**config.mk**
```make
export PLATFORM = sky130hd
export DESIGN_NAME = xxh_mul
export DESIGN_NICKNAME = d
export VERILOG_FILES = /design/src/rtl/xxh_mul.sv
export SDC_FILE = /design/constraint.sdc
export NUM_CORES = 2
export LEC_CHECK = 0
export ABC_AREA = 1
export BUFFER_PORTS_ARGS = -buffer_cell sky130_fd_sc_hd__buf_2
export CORE_MARGIN = 2
export CORE_UTILIZATION = 55
export DETAILED_ROUTE_END_ITERATION = 16
export PLACE_DENSITY = 0.73
export SLEW_MARGIN = 15
export SYNTH_ARGS = -nofsm -noshare
export SYNTH_HDL_FRONTEND = slang
export SYNTH_SLANG_ARGS = --single-unit
```
**constraint.sdc**
```tcl
create_clock -name clk -period 21.3 [get_ports clk]
set_input_delay 4.26 -clock clk [delete_from_list [all_inputs] [get_ports clk]]
set_output_delay 4.26 -clock clk [all_outputs]
set_load 0.01 [all_outputs]
```
**src/rtl/xxh_mul.sv**
```systemverilog
module xxh_mul
(
    input  logic        clk,
    input  logic        rst_n,
    input  logic        start,
    input  logic [63:0] op_a,
    input  logic [63:0] op_b,
    output logic        done,
    output logic [63:0] result
);

    logic [1:0]  step_reg, step_next;
    logic        done_reg, done_next;
    logic [63:0] a_reg, b_reg, res_reg, res_next;
    logic [31:0] mul_x, mul_y;
    logic [63:0] prod;

    // One 32x32 multiplier: low product, then the two cross terms into the upper half
    always_comb
    begin
        case (step_reg)
            2'd1:
            begin
                mul_x = a_reg[31:0];
                mul_y = b_reg[31:0];
            end
            2'd2:
            begin
                mul_x = a_reg[31:0];
                mul_y = b_reg[63:32];
            end
            default:
            begin
                mul_x = a_reg[63:32];
                mul_y = b_reg[31:0];
            end
        endcase
        prod = {32'd0, mul_x} * {32'd0, mul_y};
    end

    always_comb
    begin
        step_next = step_reg;
        done_next = 1'b0;
        res_next  = res_reg;
        if (start)
        begin
            step_next = 2'd1;
        end
        else
        begin
            case (step_reg)
                2'd1:
                begin
                    res_next  = prod;
                    step_next = 2'd2;
                end
                2'd2:
                begin
                    res_next  = {res_reg[63:32] + prod[31:0], res_reg[31:0]};
                    step_next = 2'd3;
                end
                2'd3:
                begin
                    res_next  = {res_reg[63:32] + prod[31:0], res_reg[31:0]};
                    step_next = 2'd0;
                    done_next = 1'b1;
                end
                default:
                begin
                    step_next = 2'd0;
                end
            endcase
        end
    end

    always_ff @(posedge clk or negedge rst_n)
    begin
        if (!rst_n)
        begin
            step_reg <= 2'd0;
            done_reg <= 1'b0;
        end
        else
        begin
            step_reg <= step_next;
            done_reg <= done_next;
        end
    end

    always_ff @(posedge clk)
    begin
        if (start)
        begin
            a_reg <= op_a;
            b_reg <= op_b;
        end
        res_reg <= res_next;
    end

    assign done   = done_reg;
    assign result = res_reg;

endmodule

```
# ---- Word-level counts from Yosys, hierarchy flattened
# Index checks and enable logic that the tools add are counted.
dict set report word_totals {
  ff_bits 195
  latch_bits 0
  ramBits 0
  rom_bits 0
  out_inout_bits 65
  wordCells 25
  memories 0
}
dict set report op_classes {
  n_addsub 1
  multipliers 1
  n_div 0
  order_cmp 0
  n_eq_ne 3
  shifts 0
  muxes 7
  bitwise_logic 2
  reduce_logical 5
}
# operator n
set op_table {}
lappend op_table {{$pmux W64 S2} 1}
lappend op_table {{$mul A32 B32 Y64} 1}
lappend op_table {{$mux W32} 2}
lappend op_table {{$add A32 B32 Y32} 1}
lappend op_table {{$eq A2 B2 Y1 const B} 2}
lappend op_table {{$pmux W2 S2} 1}
lappend op_table {{$reduce_or A2 Y1} 2}
lappend op_table {{$reduce_and A3 Y1} 1}
lappend op_table {{$eq A2 B1 Y1 const B} 1}
lappend op_table {{$mux W1} 2}
lappend op_table {{$mux W2} 1}
lappend op_table {{$not A1 Y1} 2}
lappend op_table {{$reduce_and A2 Y1} 1}
lappend op_table {{$reduce_bool A2 Y1} 1}

# ---- Logic depth before layout (Yosys ltp)
dict set report depth {
  depth_word 6
  ltp_mapped 46
  ltp_nobuf 43
}

# ---- Least setup slack after synthesis
# No wires, ideal clock.
dict set report synth_timing {
  kind {reg2reg}
  startpoint {register step_reg[0]}
  endpoint {register res_reg[63] (netlist: result[63]) (data pin)}
  setup_time_ns 0.253
  arrival_time_ns 8.119
  path_slack_ns 12.928
  stages_incl_launch_ff 43
  n_path_buf 3
  period_less_slack_ns 8.372
  cell_sequence {dfrtp_1 > inv_1 > ha_1 > buf_2 > buf_2 > o21ai_0 > clkbuf_1 > nand2_1 > fa_1 > inv_1 > fa_1 > inv_1 > fa_1 > inv_1 > fa_1 > inv_1 > fa_1 > fa_1 > (+7 left out) > nor2_1 > inv_1 > nor2_2 > inv_1 > nor2_1 > nor2_1 > nand2_1 > xnor2_1 > inv_1 > ha_1 > a21oi_1 > nand2_1 > nor2_1 > o21ai_0 > a21oi_1 > nand3_1 > nand3_1 > nand2_1}
}
dict set report synth_via {
  elab_chain_cells 6
}
# item line
set synth_lines {}
lappend synth_lines {{start, declared} 12} ;# logic [1:0] step_reg, step_next;
lappend synth_lines {{start signal, assigned} 86} ;# step_reg <= step_next;
lappend synth_lines {{$eq A2 B1 Y1 / $eq A2 B2 Y1 (equally long branches)} {21, 52}}
lappend synth_lines {{$reduce_or A2 Y1 (no source line)} -}
lappend synth_lines {{$mux W32} 21} ;# case (step_reg)
lappend synth_lines {{$mul A32 B32 Y64} 38} ;# prod = {32'd0, mul_x} * {32'd0, mul_y};
lappend synth_lines {{$add A32 B32 Y32} {60, 65}}
lappend synth_lines {{$pmux W64 S2 (*)} 52} ;# case (step_reg)
lappend synth_lines {{end signal, assigned} 98} ;# res_reg <= res_next;
lappend synth_lines {{end, declared} 14} ;# logic [63:0] a_reg, b_reg, res_reg, res_next;
# Mark *: on every way between the ends. The rest lies on a longest branch, timed or not. The select of a mux whose other input is x is not followed.
# A chain may end at the register's enable or synchronous reset.

# ---- Worst setup path after layout
# Same ends and word-level chain as after synthesis.

==> results.toml <==
[sta]
final_hold_viol_count = 0
setup_viol = 0
fin_crit_ns = 11.24
worstMarginPinSlew_ns = 1.25
fin_crit_sh = 0.528
fin_worst_skew_ns = 0.0220
max-slew-margin-rel = 0.164
tns_ns = 0
grt_setup_unrepaired = "false"
fmax_mhz = 89.0
slew_viol_final = 0

[die]
std_cell_rows = 101
ioPinCount = 196
start_util = 0.557
die_y_um = 281
core_mm2 = 0.0761
die_area_mm2 = 0.0792
fp.dieW_um = 281

[synth]
synth-adder-area-share = 0.513
ys_ff_latch = 195
netlist_area_mm2 = 0.0423
yosysWarnings = 0
syn-mean-instance-area_um2 = 8.49
synth-xor-area-share = 0.00745
yosysUniqueCellTypes = 44
syn_inst = 4989
ys_seq_area_frac = 0.138
synth_top_family_by_area = "adder cells"
async_flop_share = 0.0154
yosys.area_share.simple = 0.173
synth_flop_cell = "edfxtp_1"
synth_edf_count = 192
yosys-mux-area-fraction = 0
synth_fp_nets = 6317
synth-compound-area-share = 0.0436

[clock_network]
clkLatencyLatePin_ns = 0.51
cts_resized = 0
cts.clk_slew.worst_paths_ns = 0.08
postCtsSetupBuffers = 0
clockBufferDepth = 2
holdBufCountCts = 0
cts_sinks = 195
cts_made_buffers = 17
clockRootBuffer = "clkbuf_16"
cts_max_level = 4
cts_tree = "built"

[critical_path]
slowest_stage = "inv_1"
required_ns = 21.56
r2r_cells = 42
critPathLaunchType = "flop"
end_kind = "flop"
worstSetupPathType = "flop to flop"
crit_path_max_incr_delay_ns = 0.89
critPathMaxFanout = 33
cp.arrival_ns = 11.50
path_common_cell = "inv_1"

[route]
drt_wl_total_um = 144000
drcViolationCount = 0
antenna_left = 0
detail_route.wl_per_cell_um = 23.4
vias = 34600
avgViaCountPerCell = 5.64
dr.pass1.iters = 7
drtIter0Drc = 3123

[place]
port_buffers = 195
place_congestion = 1.09
hpwl_um = 114000

[grt]
grt_start_max_net_pins = 87
grt_overflow = 0
antenna_found_initial = 1
grt_pass1_vias = 36700
grt_util_all_layers = 0.380
grt_pass1_wl_um = 219000

[hold_path]
hold_path_class = "flop to flop"
holdPathStages = 3

[layout]
drive_above_1_share = 0.0827
fin_nets = 6428
final_common_cell = "inv_1"
area_growth_pct = 6.48
regArea_mm2 = 0.00584
multi_input_area_mm2 = 0.0313
final_cell_mix = "1163 x inv_1, 1081 x nand2_1, 897 x fa_1"
fillers = 6833

[status]
outcome = "complete, no violations"

[job]
maxCapViolations = 0
==> area by class of cell <==
type,count,share of cell area
antenna,1,0.0000555
multi-input combinational,3420,0.695
tap,1030,0.0286
clock buffer,18,0.00952
sequential,195,0.130
clock inverter,14,0.00397
inverter,1198,0.0998
timing repair buffer,268,0.0339
==> critical path: cells and delay by family, from the launching register on <==
family / cells / cell delay, ns
simple gates: 14 / 1.83
buf+inv: 13 / 2.20
xor+xnor: 1 / 0.27
compound gates: 3 / 0.91
flops: 1 / 0.41
fa+ha+maj: 11 / 5.33
==> cells by family after synthesis <==
group | count (synthesis)
XOR/XNOR | 36
flip-flops | 195
adder cells (fa/ha/maj) | 1197
AND/OR/NAND/NOR | 1854
AO/OA/AOI/OAI | 333
buffers and inverters | 1374
==> cell usage after synthesis (7+ instances only) <==
master | instances | share of area
a21o_1 | 7 | 0.0012
a21oi_1 | 139 | 0.016
buf_2 | 104 | 0.012
clkbuf_1 | 63 | 0.0056
edfxtp_1 | 192 | 0.14
fa_1 | 897 | 0.42
ha_1 | 300 | 0.089
inv_1 | 1163 | 0.10
inv_2 | 29 | 0.0026
nand2_1 | 1081 | 0.096
nand2_2 | 7 | 0.0010
nand3_1 | 100 | 0.012
nand4_1 | 14 | 0.0021
nor2_1 | 586 | 0.052
nor3_1 | 21 | 0.0025
o21a_1 | 9 | 0.0016
o21ai_0 | 110 | 0.013
o21ai_1 | 26 | 0.0031
o21ai_2 | 22 | 0.0046
o21bai_1 | 10 | 0.0018
or2_2 | 21 | 0.0031
xnor2_1 | 7 | 0.0014
xor2_1 | 29 | 0.0060
==> path summary, 6_finish.rpt <==
kind / startpoint / end / slack (ns)
setup reg to reg: step_reg[0] / result[63] / 10.06
setup / recovery: step_reg[0] / result[63] / 10.06
min in group asynchronous: rst_n / step_reg[0] / 3.54
hold / removal: result[32] / result[32] / 0.70
max in group asynchronous: rst_n / step_reg[1] / 17.64
hold reg to reg: result[32] / result[32] / 0.70
==> layer usage <==
| metal | GRT usage | part of all wire | vias to the layer above |
|---|---|---|---|
| met2 | 0.605 | 0.46 | 2160 |
| met3 | 0.130 | 0.13 | 510 |
| met4 | 0.209 | 0.068 | 2 |
| met1 | 0.454 | 0.35 | 17100 |
| met5 | 0.00122 | 0.000090 | - |
| li1 | - | - | 14900 |
==> per-stage QoR <==
step	hold WS (ns)	cell area [um2]	setup slack, ns	instances	util
finish	0.696	45100	10.06	6144	0.593
global route	0.732	45100	9.45	6143	0.593
global placement	0.679	44500	10.39	6111	0.584
floorplan	0.705	42300	12.93	4989	-
CTS	0.708	45100	10.20	6143	0.593
detailed placement	0.688	44500	10.29	6111	0.585
Power is left out: the tool's default activity adds up to more than one toggle a clock period on the data nets, which glitch-free logic cannot reach.
